`config.mk`:
```
export PLATFORM = sky130hd
export DESIGN_NAME = flh_lane
export DESIGN_NICKNAME = d
export VERILOG_FILES = /design/src/flh_pkg.sv /design/src/flh_lane.sv
export SDC_FILE = /design/constraint.sdc
export NUM_CORES = 2
export LEC_CHECK = 0
export ABC_AREA = 1
export BUFFER_PORTS_ARGS = -buffer_cell sky130_fd_sc_hd__clkbuf_2
export CELL_PAD_IN_SITES_DETAIL_PLACEMENT = 1
export CELL_PAD_IN_SITES_GLOBAL_PLACEMENT = 2
export CORE_MARGIN = 8
export CORE_UTILIZATION = 35
export DETAILED_ROUTE_END_ITERATION = 16
export PLACE_DENSITY_LB_ADDON = 0.3
export SYNTH_ARGS = -nofsm -noshare
export SYNTH_HDL_FRONTEND = slang
export SYNTH_SLANG_ARGS = --single-unit
```
`constraint.sdc`:
```
create_clock -name clk -period 8.3 [get_ports clk]
set_input_delay 0 -clock clk [delete_from_list [all_inputs] [get_ports clk]]
set_output_delay 0 -clock clk [all_outputs]
set_load 0.1 [all_outputs]
```
`src/flh_pkg.sv`:
```
package flh_pkg;

    localparam int LANES   = 4;
    localparam int WORD_W  = 32;
    localparam int COUNT_W = 28;
    localparam int ADDR_W  = 3;

    // register map: index is paddr[2], low address bits are ignored
    localparam logic REG_SEED = 1'b0;

    localparam logic [WORD_W-1:0] MIX_ADD    = 32'hB4DE621A;
    localparam logic [WORD_W-1:0] FMIX_MUL1  = 32'h46AB02EE;
    localparam logic [WORD_W-1:0] FMIX_MUL2  = 32'h7CEBBA4E;

    localparam logic [LANES-1:0][WORD_W-1:0] FIRST_MUL = {
        32'hA329EB99, 32'hBE6214AE, 32'h4DC33A4D, 32'h1FCC49A2
    };
    localparam logic [LANES-1:0][WORD_W-1:0] SECOND_MUL = {
        32'hC9031C00, 32'h4093AEE0, 32'hB33F1B01, 32'hB19CE1AA
    };

    typedef enum logic [2:0] {
        OP_NONE,
        OP_SEED,
        OP_KEY1,
        OP_KEY2,
        OP_MIX,
        OP_FIN1,
        OP_FIN2,
        OP_FIN3
    } lane_op_t;

    typedef struct packed {
        lane_op_t          op;
        logic [WORD_W-1:0] seed;
        logic [WORD_W-1:0] len;
    } lane_ctrl_t;

    typedef enum logic [2:0] {
        ST_IDLE,
        ST_KEY2,
        ST_MIX,
        ST_FIN1,
        ST_FIN2,
        ST_FIN3,
        ST_OUT
    } state_t;

endpackage

```
`src/flh_lane.sv`:
```
module flh_lane
    import flh_pkg::*;
(
    input  logic              clk,
    input  logic              rst_n,
    input  lane_ctrl_t        ctrl,
    input  logic [WORD_W-1:0] word,
    input  logic [WORD_W-1:0] first_mul,
    input  logic [WORD_W-1:0] second_mul,
    output logic [WORD_W-1:0] result
);

    logic [WORD_W-1:0] hash_reg;
    logic [WORD_W-1:0] hash_next;
    logic [WORD_W-1:0] acc_reg;
    logic [WORD_W-1:0] acc_next;

    always_comb
    begin
        logic [WORD_W-1:0] x;
        logic [WORD_W-1:0] r;
        hash_next = hash_reg;
        acc_next  = acc_reg;
        x = '0;
        r = '0;
        case (ctrl.op)
            OP_SEED:
            begin
                hash_next = ctrl.seed;
            end
            OP_KEY1:
            begin
                acc_next = WORD_W'(word * first_mul);
            end
            OP_KEY2:
            begin
                r        = {acc_reg[16:0], acc_reg[31:17]};   // rotl 15
                acc_next = WORD_W'(r * second_mul);
            end
            OP_MIX:
            begin
                x         = hash_reg ^ acc_reg;
                r         = {x[18:0], x[31:19]};              // rotl 13
                hash_next = WORD_W'((r << 2) + r + MIX_ADD);  // *5 + const
            end
            OP_FIN1:
            begin
                x        = hash_reg ^ ctrl.len;
                r        = x ^ (x >> 16);
                acc_next = WORD_W'(r * FMIX_MUL1);
            end
            OP_FIN2:
            begin
                r        = acc_reg ^ (acc_reg >> 13);
                acc_next = WORD_W'(r * FMIX_MUL2);
            end
            OP_FIN3:
            begin
                acc_next = acc_reg ^ (acc_reg >> 16);
            end
            default:
            begin
                hash_next = hash_reg;
            end
        endcase
    end

    always_ff @(posedge clk or negedge rst_n)
    begin
        if (!rst_n)
        begin
            hash_reg <= '0;
        end
        else
        begin
            hash_reg <= hash_next;
        end
    end

    always_ff @(posedge clk)
    begin
        acc_reg <= acc_next;
    end

    assign result = acc_reg;

endmodule

```
# == After elaboration in Yosys (flattened, before gate mapping) ==
# Index checks and enable logic that the tools add are counted.
# classes
bitwise_logic,5
reduce_logical,2
add_sub_neg,2
eq_ne,7
n_mul,4
n_mux,2
# ops
operator,n
32-bit one-hot mux with 5 select lines,1
"32-bit by 30-bit multiplier with 31-bit output, second input constant",2
32-bit by 32-bit multiplier with 32-bit output,2
32-bit one-hot mux with 2 select lines,1
32-bit by 16-bit bitwise XOR with 32-bit output,2
32-bit bitwise XOR,2
32-bit adder,1
"32-bit adder, second input constant",1
32-bit by 19-bit bitwise XOR with 32-bit output,1
"3-bit equality test, second input constant",4
"3-bit by 2-bit equality test with 1-bit output, second input constant",2
5-bit nonzero test,1
"3-bit by 1-bit equality test with 1-bit output, second input constant",1
2-bit nonzero test,1
# totals
input_bits,165
ff_bits,64

# == Longest topological paths before layout ==
# logic_depth
ltp_word,4
mapped_depth,34
ltp_nobuf,33

# == Worst setup path before layout ==
# Ideal clock, no wire load.
# synth_path
path_kind,register to register
startpoint,reg acc_reg[22] (netlist: result[22])
endpoint,reg acc_reg[26] (netlist: result[26]) (data pin)
stages_incl_launch_ff,28
setup_slack_ns,0.776
t_arrival_ns,7.260
cell_sequence,edfxtp_1 -> buf_2 -> buf_1 -> xnor2_1 -> inv_1 -> ha_1 -> fa_1 -> inv_1 -> fa_1 -> inv_1 -> ha_1 -> fa_1 -> inv_1 -> fa_1 -> inv_1 -> fa_1 -> inv_1 -> fa_1 -> inv_1 -> ha_1 -> nand2_1 -> o21ai_0 -> a21oi_1 -> nand3_2 -> a21o_1 -> or2_2 -> nand3_1 -> nand4_1
# synth_between
elab_chain_len,3
# synth_rtl
element,line,rtl
from (decl),flh_lane.sv:15,logic [WORD_W-1:0] acc_reg;
from (signal assigned),flh_lane.sv:82,acc_reg <= acc_next;
32-bit by 19-bit bitwise XOR with 32-bit output,flh_lane.sv:54,r = acc_reg ^ (acc_reg >> 13);
32-bit by 30-bit multiplier with 31-bit output,flh_lane.sv:55,acc_next = WORD_W'(r * FMIX_MUL2);
32-bit one-hot mux with 5 select lines *,flh_lane.sv:26,case (ctrl.op)
net acc_next[26],flh_lane.sv:16,logic [WORD_W-1:0] acc_next;
# Mark *: on every way through the listed nets, which the timed path passes. The rest lies on a longest branch.
# A chain may end at the register's enable or synchronous reset.

# == Worst setup path in the final report ==
# layout_path
startpoint,reg acc_reg[0] (netlist: result[0])
endpoint,reg acc_reg[28] (netlist: result[28]) (data pin)
# Same word-level chain as after synthesis.

==> results_dict.tcl <==
set metrics [dict create \
    post_route_setup_tns_ns 0 \
    cap_viol_max_count 0 \
    timing.critical_path.from_type "register" \
    die_width_um 419 \
    synth_top_cells_by_area "fa_1 (42%), inv_1 (15%), ha_1 (14%)" \
    run_status "finished, final reports clean" \
    max-slew-margin-rel_pct 17.0 \
    setup_viol_count_final 0 \
    synth_largest_area_cell "fa_1" \
    timing.setup.critical_path_class "register to register" \
    ys_ff_latch 64 \
    place.gp.congestion 0.936 \
    route.detailed.vias_per_inst 4.84 \
    critical_path_arrival_ns 8.05 \
    hold_buffers 14 \
    period_share_pct 95.7 \
    worst-path-stages 26 \
    worstPathBufferInverterCount 6 \
    rr_endpoint "result[28]$_DFFE_PP_" \
    fp.dieH_um 419 \
    tightest_slew_ns 1.25 \
    reg2reg_slack_ns 0.36 \
    seq_area_frac_synth_pct 3.10 \
    yosys.cell_count.top_type "inv_1" \
    synth_ff_type "edfxtp_1" \
    drt_pre_antenna_iters 5 \
    period_minus_slack_ns 7.94 \
    clock-root-buffer "clkbuf_16" \
    post_synth_top_area_share_pct 42.3 \
    grt_max_degree 42 \
    numPortBuffers 196 \
    number_of_i_o_pins 197 \
    wl_per_cell_um 21.6 \
    clkLatencyLatePin_ns 0.38 \
    synth_fp_nets 9289 \
    crit_path_frequent_cell "fa_1" \
    syn_avg_cell_area_sq_um 7.81 \
    drt-total-wl_um 207000 \
    count_of_flip_flops_with_a_built_in_enable_after_synthesis 32 \
    synth_area_sq_mm 0.0569 \
    tritoncts_buffer_count 9 \
    timing_hold_violations_final 0 \
    globalRouteOverflowTotal 0 \
    r2r.worst_path.cells 26 \
    first_global_vias 52300 \
    end_of_the_critical_path "result[28]$_DFFE_PP_" \
    rsz_0062_raised_after_global_routing "false" \
    globalRouteTotalUtil_pct 23.7 \
    synthesis.instances 7280 \
    core.rowCount 148 \
    timing_limited_maximum_frequency_mhz 126 \
    hold_path_startpoint "ctrl[51]" \
    grt_antenna_before_repair 7 \
    worst-endpoint-required_ns 8.40 \
    postCtsSetupRepairBufs 0 \
    area_delta_synth_final_pct 7.48 \
    dp_hpwl_um 180000 \
    beginning_of_the_critical_path "result[0]$_DFFE_PP_" \
    vias 46300 \
    post_cts_resize_count 0 \
    clkSinkCount 64 \
    worst_hold_path_type "input port to register" \
    synthTopCellsByCount "inv_1 (2297), nand2_1 (1631), fa_1 (1202), ha_1 (642), a21oi_1 (203)" \
    critical_path_peak_fanout 19 \
    timing.final.max_slew_violations 0 \
    cts.clk_slew.worst_paths_ns 0.07 \
    drt.antenna.violating_nets 0 \
    cpPeakStageDelay_ns 0.62 \
    die_area_sq_mm 0.176 \
    crit_family "adder cells" \
    synthesis.yosys.warnings 0 \
    post_synth_num_cell_types 59 \
    drc 0 \
    cts-htree-levels 3 \
    clock_tree_buffer_depth 2 \
    grt_first_pass_wirelength_um 319000 \
    core_region_area_sq_mm 0.162 \
    drive_above_1_share_pct 5.70 \
    initial_utilization_pct 35.1 \
    worst_clock_skew_ns 0.0177 \
    share_of_synthesized_flip_flops_with_an_asynchronous_set_or_reset_pct 50.0 \
    dr.first_iter.drc_count 2222 \
    critical-path-slowest-cell "edfxtp_1" \
    worstReg2RegStart "result[0]$_DFFE_PP_" \
    cp-end-kind "register" \
    tritoncts "yes" \
    final_net_count 9394 \
]
==> metrics by stage <==
stage          cells  hold WS [ns]  utilization, %  setup slack [ns]  cell area [sq um]
2_1_floorplan   7280        -0.296               -             0.776              56900
3_3_place_gp    9535         0.166            37.4             0.487              60700
3_5_place_dp    9535         0.174            37.4             0.400              60700
4_1_cts         9565     0.0000137            37.7             0.383              61100
5_1_grt         9568        0.0390            37.7            0.0909              61100
6_report        9568        0.0251            37.7             0.356              61100
==> metal layers <==
metal  wire [um]  global-route usage, %
met1       90600                   31.1
met3        6080                   1.29
met5          13                      0
met4        5860                   5.90
met2      105000                   42.8
==> cells in the final DEF (no fill, tap or decap), types with 11 or more instances in the layout <==
cell type / count
nand2_1: 1631
buf_4: 131
edfxtp_1: 32
o21bai_1: 13
xor2_1: 77
nand3b_1: 21
or2_2: 25
nor3_1: 18
a21oi_1: 202
dfrtp_1: 32
ha_1: 642
clkbuf_2: 196
nand4_1: 44
dlygate4sd3_1: 14
o21ai_1: 19
o211ai_1: 16
o21ai_0: 171
fa_1: 1202
a31oi_1: 11
a21o_1: 21
inv_1: 2297
nor2_1: 145
xnor2_1: 148
nand3_1: 155
==> final cells by class <==
type	count	area, sq um
Multi-Input combinational cell	4656	45400
Fill cell	19900	101000
Tap cell	2175	2720
Timing Repair Buffer	348	2240
Clock buffer	11	264
Antenna cell	3	7.51
Inverter	2306	8660
Clock inverter	5	61.3
Sequential cell	64	1760
==> cell families after synthesis <==
family / count (synthesis) / share of synthesized area, %
compound gates: 506 / 5.02
fa+ha+maj: 1844 / 56.4
flops: 64 / 3.10
buf+inv: 2560 / 17.1
xor+xnor: 231 / 3.64
simple gates: 2075 / 14.8
==> how the worst min path moves through the flow <==
| stage | cells after the start | slack [ns] | endpoint |
|---|---|---|---|
| 2_1_floorplan | 0 | -0.30 | hash_reg[0]$_DFFE_PN0P_ |
| 3_3_place_gp | 1 | 0.17 | hash_reg[10]$_DFFE_PN0P_ |
| 3_5_place_dp | 1 | 0.17 | hash_reg[10]$_DFFE_PN0P_ |
| 4_1_cts | 3 | 0.00001 | hash_reg[19]$_DFFE_PN0P_ |
| 5_1_grt | 3 | 0.04 | hash_reg[2]$_DFFE_PN0P_ |
| 6_report | 3 | 0.03 | hash_reg[19]$_DFFE_PN0P_ |
==> tightest hold or removal path, delay by kind of cell <==
family / cells / cell delay (ns)
buffers and inverters: 1 / 0.17
AO/OA/AOI/OAI: 1 / 0.12
AND/OR/NAND/NOR: 1 / 0.06
Power is left out: the tool's default activity adds up to more than one toggle a clock period on the data nets, which glitch-free logic cannot reach.
