[src/flh_pkg.sv]
package flh_pkg;

    localparam int LANES   = 4;
    localparam int WORD_W  = 32;
    localparam int COUNT_W = 28;
    localparam int ADDR_W  = 3;

    // register map: index is paddr[2], low address bits are ignored
    localparam logic REG_SEED = 1'b0;

    localparam logic [WORD_W-1:0] MIX_ADD    = 32'hB4DE621A;
    localparam logic [WORD_W-1:0] FMIX_MUL1  = 32'h46AB02EE;
    localparam logic [WORD_W-1:0] FMIX_MUL2  = 32'h7CEBBA4E;

    localparam logic [LANES-1:0][WORD_W-1:0] FIRST_MUL = {
        32'hA329EB99, 32'hBE6214AE, 32'h4DC33A4D, 32'h1FCC49A2
    };
    localparam logic [LANES-1:0][WORD_W-1:0] SECOND_MUL = {
        32'hC9031C00, 32'h4093AEE0, 32'hB33F1B01, 32'hB19CE1AA
    };

    typedef enum logic [2:0] {
        OP_NONE,
        OP_SEED,
        OP_KEY1,
        OP_KEY2,
        OP_MIX,
        OP_FIN1,
        OP_FIN2,
        OP_FIN3
    } lane_op_t;

    typedef struct packed {
        lane_op_t          op;
        logic [WORD_W-1:0] seed;
        logic [WORD_W-1:0] len;
    } lane_ctrl_t;

    typedef enum logic [2:0] {
        ST_IDLE,
        ST_KEY2,
        ST_MIX,
        ST_FIN1,
        ST_FIN2,
        ST_FIN3,
        ST_OUT
    } state_t;

endpackage

[src/flh_merge.sv]
module flh_merge
    import flh_pkg::*;
(
    input  logic                         clk,
    input  logic                         rst_n,
    input  logic                         load,
    input  logic [LANES-1:0][WORD_W-1:0] lane_result,
    input  logic                         stall,
    output logic                         valid,
    output logic [WORD_W-1:0]            hash_value
);

    logic              valid_reg;
    logic              valid_next;
    logic [WORD_W-1:0] hash_reg;
    logic [WORD_W-1:0] folded;

    always_comb
    begin
        folded = '0;
        for (int i = 0; i < LANES; i++)
        begin
            folded = folded ^ lane_result[i];
        end
    end

    always_comb
    begin
        valid_next = valid_reg;
        if (load)
        begin
            valid_next = 1'b1;
        end
        else if (valid_reg && !stall)
        begin
            valid_next = 1'b0;
        end
    end

    always_ff @(posedge clk or negedge rst_n)
    begin
        if (!rst_n)
        begin
            valid_reg <= 1'b0;
        end
        else
        begin
            valid_reg <= valid_next;
        end
    end

    always_ff @(posedge clk)
    begin
        if (load)
        begin
            hash_reg <= folded;
        end
    end

    assign valid      = valid_reg;
    assign hash_value = hash_reg;

endmodule

[config.mk]
export PLATFORM = sky130hd
export DESIGN_NAME = flh_merge
export DESIGN_NICKNAME = d
export VERILOG_FILES = /design/src/flh_pkg.sv /design/src/flh_merge.sv
export SDC_FILE = /design/constraint.sdc
export NUM_CORES = 1
export LEC_CHECK = 0
export BUFFER_PORTS_ARGS = -buffer_cell sky130_fd_sc_hd__buf_2
export CAP_MARGIN = 15
export CORE_ASPECT_RATIO = 0.5
export CORE_UTILIZATION = 25
export DETAILED_ROUTE_END_ITERATION = 16
export HOLD_SLACK_MARGIN = 0.03
export PLACE_DENSITY_LB_ADDON = 0.08
export REMOVE_ABC_BUFFERS = 1
export SETUP_SLACK_MARGIN = 0.1
export SYNTH_ARGS = -nofsm -noshare
export SYNTH_HDL_FRONTEND = slang
export SYNTH_SLANG_ARGS = --single-unit
[constraint.sdc]
create_clock -name clk -period 0.8 [get_ports clk]
set_clock_uncertainty 0.1 [all_clocks]
set_input_delay 0.16 -clock clk [delete_from_list [all_inputs] [get_ports clk]]
set_output_delay 0.16 -clock clk [all_outputs]
set_load 0.02 [all_outputs]
; Word level (Yosys, flattened, before mapping)
; Cells that the tools add are included.
[op_classes]
muxes = 2
bitwise = 3
n_reduce_logical = 3
[op_table]
columns = operator, count
row1 = 32-bit bitwise XOR, 3
row2 = 1-bit two-way mux, 2
row3 = 2-bit nonzero test, 1
row4 = 1-bit logical AND, 1
row5 = 1-bit logical NOT, 1
[totals]
elab_cells = 10
reg_bits = 33
out_inout_bits = 33
inputBits = 132

; Depth between registers and ports, before layout
; Gate-level depths: netlist of run 1.
[logic_depth]
depth_word = 4
mapped_depth = 2
mapped_depth_nobuf = 2

; Least setup slack after synthesis of run 1
; No wires, ideal clock.
[synth_timing]
path_kind = register to register
start = reg valid_reg, in the netlist valid
end = reg valid_reg, in the netlist valid
required_ps = 582
synth_period_minus_slack_ps = 820
stages_incl_launch_ff = 2
n_path_buf = 0
t_arrival_ps = 602
setup_slack_ps = -20
cell_sequence = dfrtp_1 -> a21o_1
[synth_between]
elab_chain_len = 2
[synth_rtl]
columns = element, line_no
row1 = start: declaration, flh_merge.sv:13  ; logic valid_reg;
row2 = start signal: assignment, flh_merge.sv:48  ; valid_reg <= valid_next;
row3 = 1-bit logical AND, flh_merge.sv:34  ; else if (valid_reg && !stall)
row4 = 2-bit nonzero test (no source line), -
; No other way between the ends.
; A chain may end at the register's enable or synchronous reset.

; Final worst setup path of run 1
[layout_timing]
start = reg hash_reg[25], in the netlist hash_value[25]
end = out hash_value[25]
[layout_lines]
columns = element, line_no
row1 = start: declaration, flh_merge.sv:15  ; logic [WORD_W-1:0] hash_reg;
row2 = start signal: assignment, flh_merge.sv:56  ; hash_reg <= folded;
row3 = end: declaration, flh_merge.sv:10  ; output logic [WORD_W-1:0] hash_value
; No word-level cell between the ends.

==> results of run 1 <==
cell families (layout without fill, tap and decap cells):
family	after synthesis	in the layout	synth area share
xor gates and xnor gates	96	96	0.4584
AOI/OAI and AO/OA	1	1	0.004094
buffers and inverters	0	176	0
DFF	33	33	0.5375
per-layer routing:
metal  GRT usage  vias up  part of all wire
met4     0.03163        0            0.0078
met1     0.08693      687              0.33
met5           0        -                 0
met2      0.2011       70              0.56
li1            -      775                 -
met3     0.03832        2              0.10
through the flow:
stage               instances    util
floorplan                 130       -
global placement          388  0.4082
detailed placement        388  0.4082
CTS                       397  0.4398
global route              398  0.4518
finish                    398  0.4518
worst max-delay path by stage:
| stage | start | end | slack (ps) | cells after the start |
|---|---|---|---|---|
| finish | hash_value[25] | hash_value[25] | -270 | 1 |
| detailed placement | lane_result[64] | hash_value[0] | -130 | 3 |
| CTS | hash_value[25] | hash_value[25] | -270 | 1 |
| global placement | lane_result[80] | hash_value[16] | -120 | 3 |
| global route | hash_value[5] | hash_value[5] | -310 | 1 |
| floorplan | valid | valid | -20 | 1 |
layout make-up:
type | count | area share
timing repair buffer | 168 | 0.3286
clock inverter | 2 | 0.003218
tap | 92 | 0.03701
multi-input combinational | 97 | 0.2727
clock buffer | 6 | 0.04143
sequential | 33 | 0.3170
power groups by stage:
stage | Sequential, mW | Combinational, mW | Clock, mW
floorplan | 2.72 | 0.551 | 0
global placement | 2.34 | 1.63 | 0
detailed placement | 2.35 | 1.64 | 0
CTS | 2.34 | 1.74 | 1.84
global route | 2.39 | 1.97 | 1.93
finish | 2.36 | 1.82 | 1.78
layout by cell type, fill, tap and decap left out, drive strengths merged:
cell type	Yosys	layout
xor2	32	32
xnor2	64	64
a21o	1	1
buf	0	167
dfrtp	1	1
clkinv	0	2
clkbuf	0	6
dlygate4sd3	0	1
edfxtp	32	32
synth_stat cells (all sizes together):
library cell  instances  area (um2)
xnor2                64       560.5
edfxtp               32       960.9
xor2                 32       280.3
a21o                  1       7.510
dfrtp                 1       25.02
timing repair:
item	in CTS	in global routing
hold endpoints to repair	2	1
gates resized for setup	22	24
setup endpoints to repair	34	34
buffers inserted	0	1
gates cloned	0	0
==> Implementation_results.wiki, run 1 <==
{| class="wikitable"
! Metric !! Value
|-
| Vias in the first global route || 1464
|-
| Max stage delay on crit path || 390 ps
|-
| Flip-flop count of the largest register after layout || 32
|-
| Routed length per instance || 9.367 um
|-
| Chip Width || 123.1 um
|-
| Headroom to the max-slew limit || 0.8766
|-
| Warnings, synthesis || 0
|-
| Hold slack || -3.020 ps
|-
| Synthesis-to-layout area growth || 69.58%
|-
| Post-layout nets || 437
|-
| Total of fill cells in the finished design || 658
|-
| Number of routed nets with antenna violations || 0
|-
| Iteration-0 DRC count of the detailed router || 39
|-
| Number of design rule violations left after detail routing || 0
|-
| Endpoint of the worst hold path || valid
|-
| Clock period minus final worst setup slack || 1068 ps
|-
| Crit path arrival time || around 800 ps
|-
| Worst-Margin Slew || about 180 ps
|-
| Deepest level of the CTS H-tree || 2
|-
| Clk network pwr share || 0.298
|-
| Clock Path Buffers || 2
|-
| Hold depth || 2
|-
| Net switching component of the power || approximately 1.6 mW
|-
| Initial antenna violation count || 0
|-
| Critical path buffers and inverters || 1
|-
| Max_cap viols || 0
|-
| Clock transition at the register clock pins on the worst setup and hold paths after CTS || 50 ps
|-
| Final setup violation count || 34
|-
| Violations in the final reports || hold timing, setup timing
|-
| Core Region || a little under 7000 um2
|-
| Category of cells accounting for the largest share of critical-path delay || flip-flops
|-
| Cell with the largest stage delay on the worst path || sky130_fd_sc_hd__edfxtp_1
|-
| DR vias || 1534
|-
| Global route overflow || 0
|-
| Number of cells produced by synthesis || between 100 and 150
|-
| First-pass GRT wire length || 5892 um
|-
| HPWL Detailed || 3159 um
|-
| Input/output buffers || 164
|-
| Share of post-route cells with drive strength above 1 || 0.5686
|-
| Cell Chain, Critical Path || buf_6
|-
| Cell variety after synth || 5
|-
| Global routing usage summed across all routing layers || 0.09890
|-
| Worst reg2reg path startpoint || valid
|-
| Setup repair after global routing missed its margin || true
|-
| Routability congestion estimate || 0.7023
|-
| Run status || complete, but fails checks
|-
| Number of detailed-route iterations in the first pass || 4
|-
| Area of the die || 7705 um2
|-
| FF+latch count, synth || 33
|-
| FP Rows || 21
|-
| R2R depth || 2
|-
| CTS buffer count || 5
|-
| Portion of total power attributed to sequential cells || 0.396
|-
| Setup Crit Path Kind || flop to primary output
|-
| Worst R2R Setup Slack || -70 ps
|-
| Max Slew Vio Count || 0
|-
| Data required time at the worst endpoint || 540 ps
|-
| Power per cell area || 1919 nW/um2
|-
| Kind of start point of the critical path || flop
|-
| Clk_lat worst skew || 270 ps
|-
| Worst min-delay path category || primary input to flop
|-
| Total Neg Setup Slack || -8236 ps
|-
| I/O pin count || 165
|-
| Cell-internal power || 4.402 mW
|-
| Average vias per placed instance || 3.854
|-
| Sequential element share of the synthesized area || 0.5375
|-
| Highest clock rate || 936.1 MHz
|-
| Leak pwr || 1.390 nW
|-
| Count of clock tree sinks || 33
|-
| Hold wc startpoint || stall
|-
| CTS tree || done
|-
| Final number of hold-violating endpoints || 1
|-
| Final worst setup slack || -268.2 ps
|-
| Root buffer selected by CTS || sky130_fd_sc_hd__clkbuf_16
|-
| Relative contribution of combinational cells to total power || 0.306
|-
| Number of antenna cells inserted || 0
|-
| Initial core utilization || 0.2664
|-
| Share of the clock period used by the worst path after layout || 1.335
|-
| Peak supply drop || 0.6987 mV
|-
| Destination of the worst register-to-register timing path || valid
|-
| Instance area at placement || 2810 um2
|-
| Maximum net fanout on the critical path || 1
|-
| Mapped cell area || 1834 um2
|-
| Die Height || 62.57 um
|-
| Layout Cell Area excl Fill || 3110 um2
|-
| Hold buffer count at cts || 1
|-
| Pin count of the biggest net entering global routing || 18
|-
| Multi-input combinational cell area || 848.3 um2
|-
| Routed Wire Length || 3728 um
|-
| Avg Synthesized Cell Area || 14.11 um2
|-
| Fraction of power spent switching nets || 0.2625
|-
| Critical Path Sink Type || primary output
|-
| Total power draw || 5.969 mW
|-
| Placement Setup Slack || -126.8 ps
|-
| FF+latch area || 985.9 um2
|}
Note: power is estimated with default switching activity, not from simulation.
==> run 2: changes to the inputs <==
--- a/config.mk
+++ b/config.mk
@@ -13,3 +13,2 @@
 export HOLD_SLACK_MARGIN = 0.03
-export PLACE_DENSITY_LB_ADDON = 0.08
 export REMOVE_ABC_BUFFERS = 1
--- a/constraint.sdc
+++ b/constraint.sdc
@@ -4,2 +4,2 @@
 set_output_delay 0.16 -clock clk [all_outputs]
-set_load 0.02 [all_outputs]
+set_load 0.005 [all_outputs]
==> run 2 against run 1 <==
  * The flow still finishes with violations (hold timing, setup timing)
  * First-iteration DRC count decreased by 44%
  * Core utilization decreased by 2.1 points
  * Combinational power decreased by 26%
  * Critical path depth unchanged
  * Largest cell class is now sequential cells
==> Implementation_results.wiki, run 2 (synthesis gave the netlist of run 1 again) <==
{| class="wikitable"
! Metric !! Value
|-
| Share of the clock period used by the worst path after layout || 1.291
|-
| Initial antenna violation count || 0
|-
| Run status || complete, but fails checks
|-
| Routability congestion estimate || 0.8029
|-
| Peak supply drop || 0.8680 mV
|-
| Root buffer selected by CTS || sky130_fd_sc_hd__clkbuf_16
|-
| Post-layout nets || 437
|-
| Share of post-route cells with drive strength above 1 || 0.5654
|-
| Most crowded layer after global routing || met2
|-
| Portion of total power attributed to sequential cells || 0.426
|-
| Global route overflow || 0
|-
| Data required time at the worst endpoint || between 500 and 600 ps
|-
| Total power draw || 5.439 mW
|-
| Final number of hold-violating endpoints || 1
|-
| Met2 capacity usage during global routing || 0.2186
|-
| Synthesis-to-layout area growth || 61.53%
|-
| Number of design rule violations left after detail routing || 0
|-
| Violations in the final reports || hold timing, setup timing
|-
| Worst-Margin Slew || 193.2 ps
|-
| Placement Setup Slack || -126.2 ps
|-
| Headroom to the max-slew limit || 0.8703
|-
| Number of routed nets with antenna violations || 0
|-
| Max_cap viols || 0
|-
| Clock transition at the register clock pins on the worst setup and hold paths after CTS || roughly 50 ps
|-
| Met3 track utilization from global routing || 0.02828
|-
| Total Neg Setup Slack || -7209 ps
|-
| Most frequent standard cell in the layout excluding fill and tap cells || sky130_fd_sc_hd__buf_2
|-
| Number of detailed-route iterations in the first pass || 3
|-
| Clk network pwr share || 0.327
|-
| Global routing usage summed across all routing layers || 0.1100
|-
| Setup repair after global routing missed its margin || true
|-
| Maximum net fanout on the critical path || 1
|-
| Routed Wire Length || about 4200 um
|-
| Clock period minus final worst setup slack || 1033 ps
|-
| Cell with the largest stage delay on the worst path || sky130_fd_sc_hd__edfxtp_1
|-
| CTS buffer count || 5
|-
| Power per cell area || 1836 nW/um2
|-
| Setup Crit Path Kind || flop to primary output
|-
| Vias in the first global route || 1543
|-
| Crit path arrival time || approximately 770 ps
|-
| Leak pwr || 1.334 nW
|-
| Instance area at placement || 2798 um2
|-
| Max Slew Vio Count || 0
|-
| Most used cells in the layout excluding fill and tap cells || 164 x sky130_fd_sc_hd__buf_2, 64 x sky130_fd_sc_hd__xnor2_1, 32 x sky130_fd_sc_hd__edfxtp_1, 31 x sky130_fd_sc_hd__xor2_1, 5 x sky130_fd_sc_hd__clkbuf_16
|-
| Area of the die || 7705 um2
|-
| Met1 track utilization from global routing || 0.1093
|-
| Input/output buffers || 164
|-
| Pin count of the biggest net entering global routing || 24
|-
| HPWL Detailed || 3658 um
|-
| Routed length per instance || 10.62 um
|-
| Count of clock tree sinks || 33
|-
| Critical path buffers and inverters || 1
|-
| Average vias per placed instance || 3.849
|-
| Die Height || 62.57 um
|-
| Clk_lat worst skew || between 200 and 300 ps
|-
| Fraction of power spent switching nets || 0.2279
|-
| DR vias || 1532
|-
| First-pass GRT wire length || 6624 um
|-
| Highest clock rate || 968.3 MHz
|-
| Hold buffer count at cts || 1
|-
| CTS tree || done
|-
| Clock Path Buffers || 2
|-
| Category of cells accounting for the largest share of critical-path delay || flip-flops
|-
| Core Region || 6884 um2
|-
| Cell Chain, Critical Path || buf_2
|-
| Chip Width || 123.1 um
|-
| Net switching component of the power || 1.240 mW
|-
| Flip-flop count of the largest register after layout || 32
|-
| Kind of start point of the critical path || flop
|-
| Fin util || 0.4304
|-
| Critical Path Sink Type || primary output
|-
| Worst min-delay path category || primary input to flop
|-
| Initial core utilization || 0.2664
|-
| FP Rows || 21
|-
| Final worst setup slack || -232.7 ps
|-
| I/O pin count || 165
|-
| Relative contribution of combinational cells to total power || 0.247
|-
| Layout Cell Area excl Fill || 2963 um2
|-
| Max stage delay on crit path || approximately 360 ps
|-
| Iteration-0 DRC count of the detailed router || 22
|-
| Cell-internal power || 4.200 mW
|-
| Final setup violation count || 34
|-
| Number of antenna cells inserted || 0
|-
| Deepest level of the CTS H-tree || 2
|-
| Hold slack || -0.4559 ps
|}
==> run 2: cell count changes in the layout (fill, tap and decap cells not counted), sizes merged <==
cell	delta
clkinv	-2
clkbuf	+2
==> run 2: cell type report <==
class / count / area [um2]
clock buffer: 8 / 136.4
fill: 688 / 3921
multi-input combinational: 97 / 855.8
sequential: 33 / 985.9
tap: 92 / 115.1
timing repair buffer: 168 / 869.6
==> run 2: path summary, 6_finish.rpt <==
kind                            cells past startpoint            from              to  slack, ps
min in group asynchronous                           2           rst_n           valid        100
max in group asynchronous                           2           rst_n           valid        410
worst max-delay path                                1  hash_value[31]  hash_value[31]       -230
worst max register to register                      2           valid           valid        -40
worst min register to register                      2           valid           valid        460
worst min-delay path                                2           stall           valid       -0.5
==> run 2: power by group through the flow <==
stage	logic, mW	clock network, mW	registers (mW)
2_1_floorplan	0.551	0	2.40
3_3_place_gp	1.34	0	2.35
3_5_place_dp	1.36	0	2.36
4_1_cts	1.37	1.83	2.32
5_1_grt	1.47	1.91	2.35
6_report	1.34	1.78	2.32
==> run 2: repair_timing <==
item | in CTS | in global routing
setup buffers | 1 | 0
endpoints found under the hold margin | 2 | 1
resized for setup | 0 | 2
setup endpoints to repair | 34 | 35
==> run 2: routing by layer <==
layer / wire length (um) / vias up / share of wire
met4: 85 / 0 / 0.020
met5: 0 / - / 0
met1: 1380 / 712 / 0.33
li1: - / 774 / -
met2: 2564 / 38 / 0.61
met3: 197 / 8 / 0.047
==> run 2: metrics by stage <==
stage          cells  hold WS [ps]
4_1_cts          398        -5.734
5_1_grt          398         7.815
3_3_place_gp     388        -163.2
6_report         398       -0.4559
3_5_place_dp     388        -163.7
2_1_floorplan    130        -235.6
==> run 3: changes to the inputs <==
- clock period: 0.8 -> 1.13 ns (I/O delays scaled with it)
==> run 3 against run 2 <==
  * The run now ends clean
  * Core utilization about the same
  * Worst setup slack better by 250 ps
  * Count of clock-buffer cells in the layout down 1
  * Combinational power down 29%
  * Wire length up 1.3%
  * Non-clock buffer count down 1
  * Clock power down 22%
  * Sequential cell count unchanged
  * Critical endpoint is now hash_value[26]
  * Largest power group unchanged
  * Highest routed layer unchanged
==> Implementation_results.wiki, run 3 (synthesis gave the netlist of run 1 again) <==
{| class="wikitable"
! Metric !! Value
|-
| Clock transition at the register clock pins on the worst setup and hold paths after CTS || 50 ps
|-
| Root buffer selected by CTS || sky130_fd_sc_hd__clkbuf_16
|-
| Post-layout nets || between 400 and 500
|-
| Initial core utilization || 0.2664
|-
| Share of the clock period used by the worst path after layout || 0.9834
|-
| Total of fill cells in the finished design || 694
|-
| Crit path arrival time || 790 ps
|-
| Final number of hold-violating endpoints || 0
|-
| Most used cells in the layout excluding fill and tap cells || 164 x sky130_fd_sc_hd__buf_2, 64 x sky130_fd_sc_hd__xnor2_1, 32 x sky130_fd_sc_hd__xor2_1, 32 x sky130_fd_sc_hd__edfxtp_1, 5 x sky130_fd_sc_hd__clkbuf_16
|-
| Chip Width || ~120 um
|-
| Clock Path Buffers || 2
|-
| Synthesis-to-layout area growth || 61.66%
|-
| Average vias per placed instance || roughly 3.8
|-
| FF+latch area || 985.9 um2
|-
| Global routing usage summed across all routing layers || 0.1138
|-
| Area of the die || 7705 um2
|-
| Final setup violation count || 0
|-
| CTS tree || done
|-
| Input/output buffers || between 150 and 200
|-
| Peak supply drop || 0.6012 mV
|-
| Data required time at the worst endpoint || 800 ps
|-
| HPWL Detailed || around 3700 um
|-
| Power per cell area || 1344 nW/um2
|-
| Core Region || 6884 um2
|-
| Share of post-route cells with drive strength above 1 || 0.5705
|-
| Routability congestion estimate || 0.7866
|-
| Count of clock tree sinks || 33
|-
| Kind of start point of the critical path || flop
|-
| Worst min-delay path category || primary input to flop
|-
| Deepest level of the CTS H-tree || 2
|-
| Max Slew Vio Count || 0
|-
| Cell with the largest stage delay on the worst path || sky130_fd_sc_hd__edfxtp_1
|-
| Vias in the first global route || 1561
|-
| Max_cap viols || 0
|-
| Global route overflow || 0
|-
| Worst-Margin Slew || 193.2 ps
|-
| Max stage delay on crit path || between 300 and 400 ps
|-
| Critical Path Sink Type || primary output
|-
| Iteration-0 DRC count of the detailed router || 43
|-
| Number of detailed-route iterations in the first pass || 4
|-
| Cell Chain, Critical Path || buf_2
|-
| Category of cells accounting for the largest share of critical-path delay || flip-flops
|-
| Routed Wire Length || 4285 um
|-
| Routed length per instance || 10.79 um
|-
| I/O pin count || approximately 170
|-
| Clk_lat worst skew || between 200 and 300 ps
|-
| CTS buffer count || 5
|-
| Setup repair after global routing missed its margin || true
|-
| Count of instances resized after the clock tree is built || 0
|-
| Initial antenna violation count || 0
|-
| Number of antenna cells inserted || 0
|-
| Flip-flop count of the largest register after layout || 32
|-
| DR vias || 1518
|-
| Clock period minus final worst setup slack || around 1100 ps
|-
| Maximum net fanout on the critical path || 1
|-
| First-pass GRT wire length || 6755 um
|-
| FP Rows || 21
|-
| Total Neg Setup Slack || 0 ps
|-
| Run status || finished clean
|-
| Pin count of the biggest net entering global routing || 34
|-
| Most frequent standard cell in the layout excluding fill and tap cells || sky130_fd_sc_hd__buf_2
|-
| Critical path buffers and inverters || 1
|-
| Highest clock rate || 899.9 MHz
|-
| Headroom to the max-slew limit || 0.8703
|-
| Fin util || 0.4308
|-
| Number of routed nets with antenna violations || 0
|-
| Leak pwr || roughly 1.3 nW
|-
| Number of design rule violations left after detail routing || 0
|-
| Setup Crit Path Kind || flop to primary output
|-
| Die Height || 62.57 um
|-
| Multi-input combinational cell area || 848.3 um2
|}
==> run 3: where the power goes <==
| part | switching [mW] | internal [mW] | total (mW) |
|---|---|---|---|
| combinational | 0.395 | 0.552 | 0.947 |
| sequential | 0.0439 | 1.60 | 1.64 |
| clock | 0.464 | 0.931 | 1.39 |
==> run 3: routing by layer <==
| metal | track usage | wire, um |
|---|---|---|
| met1 | 0.1052 | 1443 |
| met2 | 0.2374 | 2627 |
| met3 | 0.02646 | 154 |
| met4 | 0.03916 | 59 |
| met5 | 0 | 0 |
==> run 3: area by class of cell <==
cell class	instances	share of cell area
Sequential cell	33	0.3325
Timing Repair Buffer	167	0.2895
Multi-Input combinational cell	97	0.2861
Clock buffer	7	0.05148
Tap cell	92	0.03882
Clock inverter	1	0.001688
==> run 3: path summary, 6_finish.rpt <==
kind | from | cells past startpoint | end | slack, ps
min in group asynchronous | rst_n | 2 | valid | 170
max in group asynchronous | rst_n | 2 | valid | 680
setup reg to reg | valid | 2 | valid | 250
setup / recovery | hash_value[26] | 1 | hash_value[26] | 20
hold / removal | stall | 2 | valid | 70
hold reg to reg | valid | 2 | valid | 500
==> run 3: stage by stage <==
step / cell area [um2] / hold WS (ps) / total power, mW / cells / worst slack (ps)
final: 2965 / 71.73 / 3.984 / 397 / 18.76
after global routing: 2965 / 75.14 / 4.190 / 397 / -14.96
after CTS: 2965 / 50.84 / 4.061 / 397 / 1.245
after detailed placement: 2790 / -96.36 / 2.634 / 387 / 128.2
after global placement: 2790 / -97.32 / 2.609 / 387 / 146.3
after floorplan: 1834 / -169.6 / 2.089 / 130 / 285.8
==> run 3: what timing repair did <==
action	in CTS	in global routing
cloned	0	0
buffers inserted	1	0
hold endpoints to repair	1	0
hold buffers	1	0
endpoints found under the setup margin	33	33
